===== config.mk =====
export PLATFORM = sky130hd
export DESIGN_NAME = hgls_div
export DESIGN_NICKNAME = d
export VERILOG_FILES = /design/src/hw/rtl/hgls_pkg.sv /design/src/hw/rtl/hgls_div.sv
export SDC_FILE = /design/constraint.sdc
export NUM_CORES = 1
export LEC_CHECK = 0
export BUFFER_PORTS_ARGS = -buffer_cell sky130_fd_sc_hd__buf_4
export CORE_MARGIN = 2
export CORE_UTILIZATION = 45
export CTS_CLUSTER_DIAMETER = 50
export CTS_CLUSTER_SIZE = 10
export DETAILED_ROUTE_END_ITERATION = 6
export PLACE_DENSITY = 0.65
export SETUP_SLACK_MARGIN = 0.4
export SYNTH_ARGS = -nofsm -noshare
export SYNTH_HDL_FRONTEND = slang
export SYNTH_SLANG_ARGS = --single-unit

===== constraint.sdc =====
create_clock -name clk -period 17.7 [get_ports clk]
set_clock_uncertainty 0.05 [all_clocks]
set_input_delay 0.885 -clock clk [delete_from_list [all_inputs] [get_ports clk]]
set_output_delay 0.885 -clock clk [all_outputs]
set_load 0.01 [all_outputs]

===== src/hw/rtl/hgls_pkg.sv =====
// Shared types and constants for the Hessenberg least-squares solver.
package hgls_pkg;

	localparam int unsigned ACC_W = 72;

	typedef enum logic [4:0] {
		ST_IDLE,
		ST_ROT_RD,
		ST_ROT_RDW,
		ST_ROT_T,
		ST_ROT_TW,
		ST_ROT_U,
		ST_ROT_SQ,
		ST_ROT_SQW,
		ST_ROT_INV,
		ST_ROT_INVW,
		ST_ROT_OTH,
		ST_ROT_CS,
		ST_APP_RD,
		ST_APP_RDW,
		ST_APP_M1,
		ST_APP_M2,
		ST_APP_M3,
		ST_APP_M4,
		ST_APP_WR,
		ST_BS_RD,
		ST_BS_RDW,
		ST_BS_MUL,
		ST_BS_ACC,
		ST_BS_DIV,
		ST_BS_DIVW,
		ST_BS_WR,
		ST_OUT_RD,
		ST_OUT_RDW,
		ST_OUT_SEND
	} state_t;

	typedef enum logic {
		OP_LOAD  = 1'b0,
		OP_START = 1'b1
	} op_t;

	typedef struct packed {
		logic start;
		logic [ACC_W-1:0] num;
		logic [ACC_W-1:0] den;
	} div_req_t;

	function automatic logic [63:0] round_shift(input logic signed [ACC_W-1:0] v,
			input int unsigned n);
		logic [ACC_W-1:0] m;
		logic [ACC_W-1:0] r;
		begin
			m = v[ACC_W-1] ? ACC_W'(-v) : ACC_W'(v);
			r = (m + (ACC_W'(1) << (n - 1))) >> n;
			round_shift = v[ACC_W-1] ? 64'(-r) : 64'(r);
		end
	endfunction

endpackage


===== src/hw/rtl/hgls_div.sv =====
// Iterative restoring divider and square root, one quotient bit per cycle.
module hgls_div
	import hgls_pkg::*;
(
	input  logic             clk,
	input  logic             arst_n,
	input  div_req_t         req,
	input  logic             sqrt_mode,
	output logic             busy,
	output logic [ACC_W-1:0] result
);

	localparam int unsigned CNT_W = $clog2(ACC_W + 1);

	logic [ACC_W-1:0] rem_q;
	logic [ACC_W-1:0] num_q;
	logic [ACC_W-1:0] den_q;
	logic [ACC_W-1:0] quo_q;
	logic [CNT_W-1:0] cnt_q;
	logic             sq_q;
	logic [ACC_W-1:0] rem_sh;
	logic [ACC_W-1:0] trial;
	logic [ACC_W-1:0] sq_bit;

	assign busy   = cnt_q != '0;
	assign result = quo_q;
	assign rem_sh = {rem_q[ACC_W-2:0], num_q[ACC_W-1]};
	assign sq_bit = ACC_W'(1) << (2 * (cnt_q - 1'b1));
	assign trial  = quo_q + sq_bit;

	always_ff @(posedge clk or negedge arst_n) begin
		if (!arst_n) begin
			cnt_q <= '0;
		end else if (req.start) begin
			cnt_q <= sqrt_mode ? CNT_W'(ACC_W / 2) : CNT_W'(ACC_W);
		end else if (busy) begin
			cnt_q <= cnt_q - 1'b1;
		end
	end

	always_ff @(posedge clk) begin
		if (req.start) begin
			rem_q <= sqrt_mode ? req.num : '0;
			num_q <= req.num;
			den_q <= req.den;
			quo_q <= '0;
			sq_q  <= sqrt_mode;
		end else if (busy) begin
			if (sq_q) begin
				if (rem_q >= trial) begin
					rem_q <= rem_q - trial;
					quo_q <= (quo_q >> 1) + sq_bit;
				end else begin
					quo_q <= quo_q >> 1;
				end
			end else begin
				num_q <= num_q << 1;
				if (rem_sh >= den_q) begin
					rem_q <= rem_sh - den_q;
					quo_q <= {quo_q[ACC_W-2:0], 1'b1};
				end else begin
					rem_q <= rem_sh;
					quo_q <= {quo_q[ACC_W-2:0], 1'b0};
				end
			end
		end
	end

endmodule


After elaboration in Yosys (flattened, before gate mapping)

Cells that the tools add are included.

Muxes and demuxes: 15
$lt $le $gt $ge: 2
Shift operators: 1
$add $sub $neg: 6
Reduce and logical (&&, ||, !) cells: 4
Equality and inequality tests: 2

Operators with widths:

| cell                                                                | number |
|---|---|
| 72-bit two-way mux                                                  | 11 |
| 72-bit >= comparator                                                | 2 |
| 72-bit subtractor                                                   | 2 |
| 71-bit by 72-bit adder with 72-bit output                           | 1 |
| 72-bit adder                                                        | 1 |
| 1-bit by 32-bit left shift with 72-bit output, first input constant | 1 |
| 7-bit two-way mux                                                   | 3 |
| 7-bit by 1-bit subtractor with 8-bit output, second input constant  | 1 |
| 7-bit nonzero test                                                  | 1 |
| 7-bit by 1-bit subtractor with 7-bit output, second input constant  | 1 |
| 2-bit AND reduction                                                 | 2 |
| 3-bit by 2-bit != test with 1-bit output, second input constant     | 1 |
| 2-bit != test, second input constant                                | 1 |
| 2-bit nonzero test                                                  | 1 |
| 1-bit two-way mux                                                   | 1 |

Output and inout port bits: 73
Bits of input ports: 148
Register bits: 296
Word-level logic and storage cells: 36

Logic depth before layout (Yosys ltp)

Gate-level depths: netlist (run 1).

Word-level depth: 8
Depth in mapped cells: 39
Mapped depth without buffers: 33

Worst setup path before layout (run 1)

Ideal clock, no wire load.

Kind: register -> register
Start: reg cnt_q[0]
End: reg rem_q[0], enable pin
Path slack: 8.840 ns
Path buffers: 6
Library setup time: 0.429 ns
Cell stages (with the launch flop): 36
Clock period less this slack: 8.860 ns
Required time: 17.221 ns
Data arrival time: 8.381 ns
Cells stage by stage: dfrtp_1 -> buf_6 -> inv_1 -> ha_1 -> buf_2 -> nor3b_1 -> xnor2_1 -> and3_1 -> nand4_1 -> nor2_1 -> ha_1 -> a31o_2 -> a31oi_1 -> o221ai_1 -> a21oi_1 -> nor3_1 -> o31a_1 -> o32ai_1 -> o21a_1 -> a21oi_1 -> a21o_1 -> a21oi_1 -> xor2_1 -> ha_1 -> clkbuf_1 -> nand4_1 -> nor4_1 -> nand2_1 -> nor2_1 -> o21ai_0 -> a31oi_1 -> or2_1 -> clkbuf_1 -> buf_2 -> buf_1 -> a21o_1

Word-level cells in the longest chain between the ends: 6
Elaborated cells between the ends (all ways): 8
Classes of those cells: add/sub: 2; order compare: 1; eq/ne: 1; shift: 1; reduce/logical: 3

Ends and longest elaborated chain:

| item                                                      | line           | RTL |
|---|---|---|
| from (decl)                                               | hgls_div.sv:19 | `logic [CNT_W-1:0] cnt_q;` |
| from (signal assigned)                                    | hgls_div.sv:35 | `cnt_q <= sqrt_mode ? CNT_W'(ACC_W / 2) : CNT_W'(ACC_W);` |
| from (signal assigned)                                    | hgls_div.sv:37 | `cnt_q <= cnt_q - 1'b1;` |
| 7-bit by 1-bit subtractor with 8-bit output               | hgls_div.sv:28 | `assign sq_bit = ACC_W'(1) << (2 * (cnt_q - 1'b1));` |
| 1-bit by 32-bit left shift with 72-bit output             | hgls_div.sv:28 |  |
| 72-bit adder                                              | hgls_div.sv:29 | `assign trial = quo_q + sq_bit;` |
| 72-bit >= comparator                                      | hgls_div.sv:50 | `if (rem_q >= trial) begin` |
| 3-bit by 2-bit != test with 1-bit output (no source line) | --             |  |
| 2-bit AND reduction (no source line) *                    | --             |  |
| to (signal assigned)                                      | hgls_div.sv:51 | `rem_q <= rem_q - trial;` |
| to (signal assigned)                                      | hgls_div.sv:59 | `rem_q <= rem_sh - den_q;` |
| to (signal assigned)                                      | hgls_div.sv:62 | `rem_q <= rem_sh;` |
| to (decl)                                                 | hgls_div.sv:15 | `logic [ACC_W-1:0] rem_q;` |

Mark *: on every way between the ends. The rest lies on a longest branch, timed or not.
A chain may end at the register's enable or synchronous reset.

Worst setup path after layout (run 1)

Same ends and word-level chain as after synthesis.

==> flow_metrics.tcl, run 1 <==
set metrics [dict create \
    layout_common_cells "nor2_1 (320), nand2_1 (316), a21oi_1 (310), buf_4 (237), ha_1 (218)" \
    grt_usage_pct 28.5 \
    setup_tns_ps 0 \
    status "finished, final reports clean" \
    cp.required_ps 17850 \
    crit_arrival_ps 9430 \
    cp_slowest_cell "a21o_4" \
    seq_area_sq_um 8130 \
    cts_root_buffer "clkbuf_16" \
    dieHeight_microns 254 \
    final_common_cell "nor2_1" \
    syn2layout_area_growth_pct 13.2 \
    die-area_sq_um 64400 \
    power_leakage_uw 0.0131 \
    cts_resized 0 \
    post-route-min-period_ps 9280 \
    maxCapViolCount 0 \
    crit_type "flop to flop" \
    synth_top_flop_cell "edfxtp_1" \
    diodes 0 \
    grt-ovfl-total 0 \
    grt_max_degree 169 \
    port_buffers 220 \
    dp_cells 4277 \
    synth_seq_area_share_pct 29.0 \
    nets 3860 \
    via_per_inst 6.08 \
    critPathCaptureType "flop" \
    powerDensity_nw_per_um2 174 \
    drtAntennaViolNets 0 \
    grt_pass1_wl_microns 144000 \
    io_pins 221 \
    num_vias 26523 \
    cts_sinks 296 \
    ys_ff_latch 296 \
    synthArstFlopShare_pct 2.36 \
    routedWlPerCell_microns 21.6 \
    core_sq_um 61700 \
    clkLatencyLatePin_ps 600 \
    routed_wl_microns 94300 \
    worst_pin_slew_ps 1140 \
    clk_pin_slew_worst_paths_ps 50 \
    antenna_found_initial 0 \
    syn-cell-area_sq_um 28100 \
    period_share_pct 52.4 \
    yosys_warnings 0 \
    yosysUniqueCellTypes 97 \
    hold_viol 0 \
    rsz0062_at_grt "no" \
    grt_pass1_vias 25171 \
    std_cell_rows 91 \
    setup_viol 0 \
    slew_viol_final 0 \
    htree_num_levels 2 \
    syn_avg_cell_area_sq_um 8.22 \
    synth_edf_count 217 \
    drtIter0Drc 2387 \
    final_cells 4363 \
    drc 0 \
    vdd_drop_max_mv 0.133 \
    ctsLongestPathBuffers 3 \
    syn_inst 3417 \
    hp-class "primary input to asynchronous set/reset pin" \
    path_max_fanout 72 \
    hold_ws_ps 56.7 \
    fill_cells 6032 \
    cts_hold_buf 0 \
    start_util_pct 45.5 \
    die_w_microns 254 \
    gp_congestion 0.968 \
    multiInputGateArea_sq_um 18700 \
    drive_gt1_share_pct 12.9 \
    cts_setup_buffers 0 \
    relSlewSlack_pct 22.1 \
    cts_tree "built" \
    critPathLaunchType "flop" \
    syn_nets 3785 \
    max_freq_mhz 108 \
    max_stage_delay_ps 840 \
    cts_buffers 50 \
    dp.final_hpwl_microns 70700 \
    dr.pass1.iters 6 \
]
-- final timing paths --
check                      startpoint   endpoint  slack [ps]  cells past startpoint
setup / recovery             cnt_q[0]   rem_q[0]        8420                     30
min in group clk              req[38]  den_q[38]         410                      1
hold / removal                 arst_n   cnt_q[4]          60                      1
max in group asynchronous      arst_n   cnt_q[0]       17390                      1
setup reg to reg             cnt_q[0]   rem_q[0]        8420                     30
hold reg to reg             num_q[56]  num_q[57]         490                      1
-- per-stage QoR --
step | power, uW | utilization, % | setup slack (ps) | area (sq um)
floorplan | 3580 | - | 8840 | 28100
global placement | 4520 | 48.9 | 8670 | 30200
detailed placement | 4510 | 48.9 | 8540 | 30200
CTS | 5490 | 51.5 | 8480 | 31800
global route | 5910 | 51.5 | 7680 | 31800
finish | 5530 | 51.5 | 8420 | 31800
-- logic make-up after synthesis --
| kind of cell | share of synthesized area (%) |
|---|---|
| fa+ha+maj | 10.0 |
| simple gates | 17.2 |
| buf+inv | 4.77 |
| xor+xnor | 8.33 |
| mux | 3.49 |
| compound gates | 27.3 |
| flops | 29.0 |
-- sequential cells by signal (all words and copies together), names as in the netlist --
| signal | flops |
|---|---|
| cnt_q | 7 |
| den_q | 72 |
| sq_q | 1 |
| rem_q | 72 |
| result | 72 |
| num_q | 72 |
-- area by class of cell --
cell class / instances / area share [%]
tap: 837 / 3.30
sequential: 296 / 25.6
timing repair buffer: 239 / 5.71
inverter: 136 / 1.61
multi-input combinational: 2769 / 58.7
clock inverter: 27 / 0.713
clock buffer: 59 / 4.37
-- routing by layer --
metal	share of wire (%)	vias up	track usage, %
met4	4.1	0	11.4
met3	5.8	211	3.29
li1	-	12816	-
met2	48	941	48.7
met1	43	12555	36.8
met5	0	-	0
-- power breakdown --
| group | switching, uW | leakage (uW) | internal [uW] |
|---|---|---|---|
| Sequential | 263 | 0.00291 | 958 |
| Combinational | 2030 | 0.00937 | 1330 |
| Clock | 365 | 0.000795 | 589 |
| Total | 2650 | 0.0131 | 2870 |
-- cells in the mapped netlist, types with 18 or more instances --
cell | n | area share [%]
xnor2_1 | 142 | 4.4
nor2_1 | 322 | 4.3
a221oi_1 | 20 | 0.62
a211oi_1 | 67 | 1.8
nand2_1 | 316 | 4.2
nand2b_1 | 23 | 0.51
a21o_1 | 128 | 3.4
and3_1 | 37 | 0.82
ha_1 | 218 | 9.7
nand4_1 | 79 | 1.8
a21oi_1 | 310 | 5.5
or3_1 | 23 | 0.51
a31oi_1 | 71 | 1.6
o21ai_1 | 25 | 0.45
o21bai_1 | 62 | 1.7
nor2b_1 | 39 | 0.87
clkbuf_1 | 199 | 2.7
and2_1 | 24 | 0.53
a22o_1 | 33 | 1.0
o21ai_0 | 180 | 3.2
a31o_2 | 25 | 0.78
o211ai_1 | 34 | 0.91
xor2_1 | 125 | 3.9
edfxtp_1 | 217 | 23
o31ai_1 | 23 | 0.61
dfxtp_1 | 72 | 5.1
o21a_1 | 26 | 0.70
nor3_1 | 50 | 0.89
mux2_2 | 71 | 2.8
inv_1 | 135 | 1.8
nand3_1 | 52 | 0.93
a22oi_1 | 18 | 0.48
mux2i_1 | 18 | 0.64
a211o_1 | 20 | 0.62
-- worst max-delay path: cells and delay by family, from the launching register on --
kind	cells	cell delay [ps]
adder cells (fa/ha/maj)	3	1070
AND/OR/NAND/NOR	10	2230
AO/OA/AOI/OAI	13	3740
flip-flops	1	480
XOR/XNOR	2	500
buffers and inverters	2	650
Note: power is estimated with default switching activity, not from simulation.
==> run 2: changes to the inputs <==
--- a/config.mk
+++ b/config.mk
@@ -11,7 +11,7 @@
 export CTS_CLUSTER_DIAMETER = 50
 export CTS_CLUSTER_SIZE = 10
 export DETAILED_ROUTE_END_ITERATION = 6
-export PLACE_DENSITY = 0.65
+export PLACE_DENSITY = 0.67
 export SETUP_SLACK_MARGIN = 0.4
 export SYNTH_ARGS = -nofsm -noshare
 export SYNTH_HDL_FRONTEND = slang
==> constraint.sdc (replaced) <==
create_clock -name clk -period 7.45 [get_ports clk]
set_clock_uncertainty 0.05 [all_clocks]
set_input_delay 0.3725 -clock clk [delete_from_list [all_inputs] [get_ports clk]]
set_output_delay 0.3725 -clock clk [all_outputs]
set_load 0.01 [all_outputs]
==> run 2 against run 1 <==
Highest routed layer unchanged. Sequential power up 140%. Critical endpoint is now rem_q[11]. Critical path type unchanged. Clock power grew to 2.5 times the previous value. Combinational power rose to 2.9 times the previous value. Critical path depth is the same. Non-clock buffer count grew 248. Final cell count is 5.7% higher.
==> flow_metrics.tcl, run 2 (synthesis gave the netlist of run 1 again) <==
set metrics [dict create \
    status "finished, final reports clean" \
    grt-ovfl-total 0 \
    final_cells 4613 \
    slew_viol_final 0 \
    grt_max_degree 169 \
    via_per_inst 6.12 \
    syn2layout_area_growth_pct 26.7 \
    drtIter0Drc 2649 \
    vdd_drop_max_mv 0.287 \
    cp.required_ps 7770 \
    path_max_fanout 8 \
    critPathMostFrequentCell "a21o_1" \
    setup_viol 0 \
    ctsLongestPathBuffers 3 \
    setup_tns_ps 0 \
    critPathCaptureType "flop" \
    diodes 0 \
    powerDensity_nw_per_um2 422 \
    routed_wl_microns 101000 \
    die_w_microns 254 \
    maxCapViolCount 0 \
    grt_pass1_wl_microns 148000 \
    dieHeight_microns 254 \
    final_common_cell "buf_4" \
    power_leakage_uw 0.0147 \
    relSlewSlack_pct 19.2 \
    max_freq_mhz 141 \
    cp_slowest_cell "or4_4" \
    die-area_sq_um 64400 \
    period_share_pct 95.4 \
    cts_tree "built" \
    cts_buffers 51 \
    drt-met1-wl_microns 41700 \
    grt_pass1_vias 26184 \
    rsz0062_at_grt "yes" \
    cts_sinks 296 \
    routedWlPerCell_microns 21.8 \
    clkLatencyLatePin_ps 610 \
    htree_num_levels 2 \
    clk_pin_slew_worst_paths_ps 60 \
    crit_arrival_ps 7420 \
    nets 4109 \
    hold_viol 0 \
    max_stage_delay_ps 520 \
    drive_gt1_share_pct 21.6 \
    critPathLaunchType "flop" \
    cts_root_buffer "clkbuf_16" \
    dr.pass1.iters 6 \
    drc 0 \
    io_pins 221 \
    crit_type "flop to flop" \
    hp-class "primary input to flop" \
    grt_usage_pct 29.5 \
    port_buffers 220 \
    worst_pin_slew_ps 1200 \
    drtAntennaViolNets 0 \
    core_sq_um 61700 \
    cp.buffers_inverters 5 \
    dp.final_hpwl_microns 73100 \
    num_vias 28212 \
    highest_layer "met4" \
    std_cell_rows 91 \
    rrSetupSlack_ps 340 \
    dp_cells 4357 \
    antenna_found_initial 0 \
    post-route-min-period_ps 7110 \
    gp_congestion 0.975 \
    layout_common_cells "buf_4 (359), nand2_1 (298), nor2_1 (294), a21oi_1 (289), edfxtp_1 (217)" \
    met3_length_microns 6030 \
    start_util_pct 45.5 \
    wl_met2_microns 49000 \
    crit_family "compound AO/OA/AOI/OAI gates" \
]
[run 2: area by class of cell]
class                      instances  area [sq um]
clock inverter                    29           323
fill                            5578         26100
multi-input combinational       2769         19800
tap                              837          1050
clock buffer                      59          1390
inverter                         136           510
timing repair buffer             487          4360
sequential                       296          8130
[run 2: timing repair]
item,4_1_cts,5_1_grt
buffers inserted,25,52
setup endpoints to repair,166,178
pin swaps,40,150
gates cloned,1,15
hold endpoints to repair,81,0
resized for setup,47,237
hold buffers,75,0
[run 2: through the flow]
step | setup slack [ps] | hold slack, ps | util, % | cell area [sq um] | total power (uW)
floorplan | 111 | 26.9 | - | 28200 | 8560
global placement | 10.6 | 143 | 50.1 | 30900 | 11100
detailed placement | 1.65 | 142 | 50.1 | 30900 | 11100
CTS | 391 | 2.26 | 54.8 | 33800 | 13800
global route | 95.1 | 16.1 | 57.7 | 35600 | 16000
finish | 343 | 24.0 | 57.7 | 35600 | 15000
[run 2: worst paths after layout]
check	endpoint	startpoint	depth (start not counted)
min	rem_q[10]	req[82]	2
max in group asynchronous	cnt_q[0]	arst_n	2
min reg2reg	num_q[46]	num_q[45]	1
max reg2reg	rem_q[11]	cnt_q[1]	30
min in group asynchronous	cnt_q[1]	arst_n	2
max	rem_q[11]	cnt_q[1]	30
[run 2: per-layer routing]
layer	track usage [%]	vias up
met2	51.2	1089
li1	-	13327
met5	0	-
met1	37.6	13562
met3	3.09	234
met4	11.2	0
[run 2: power by group]
| part | internal [uW] | total [uW] | switching [uW] |
|---|---|---|---|
| logic | 4280 | 9730 | 5450 |
| registers | 2270 | 2910 | 639 |
| clock network | 1480 | 2390 | 906 |
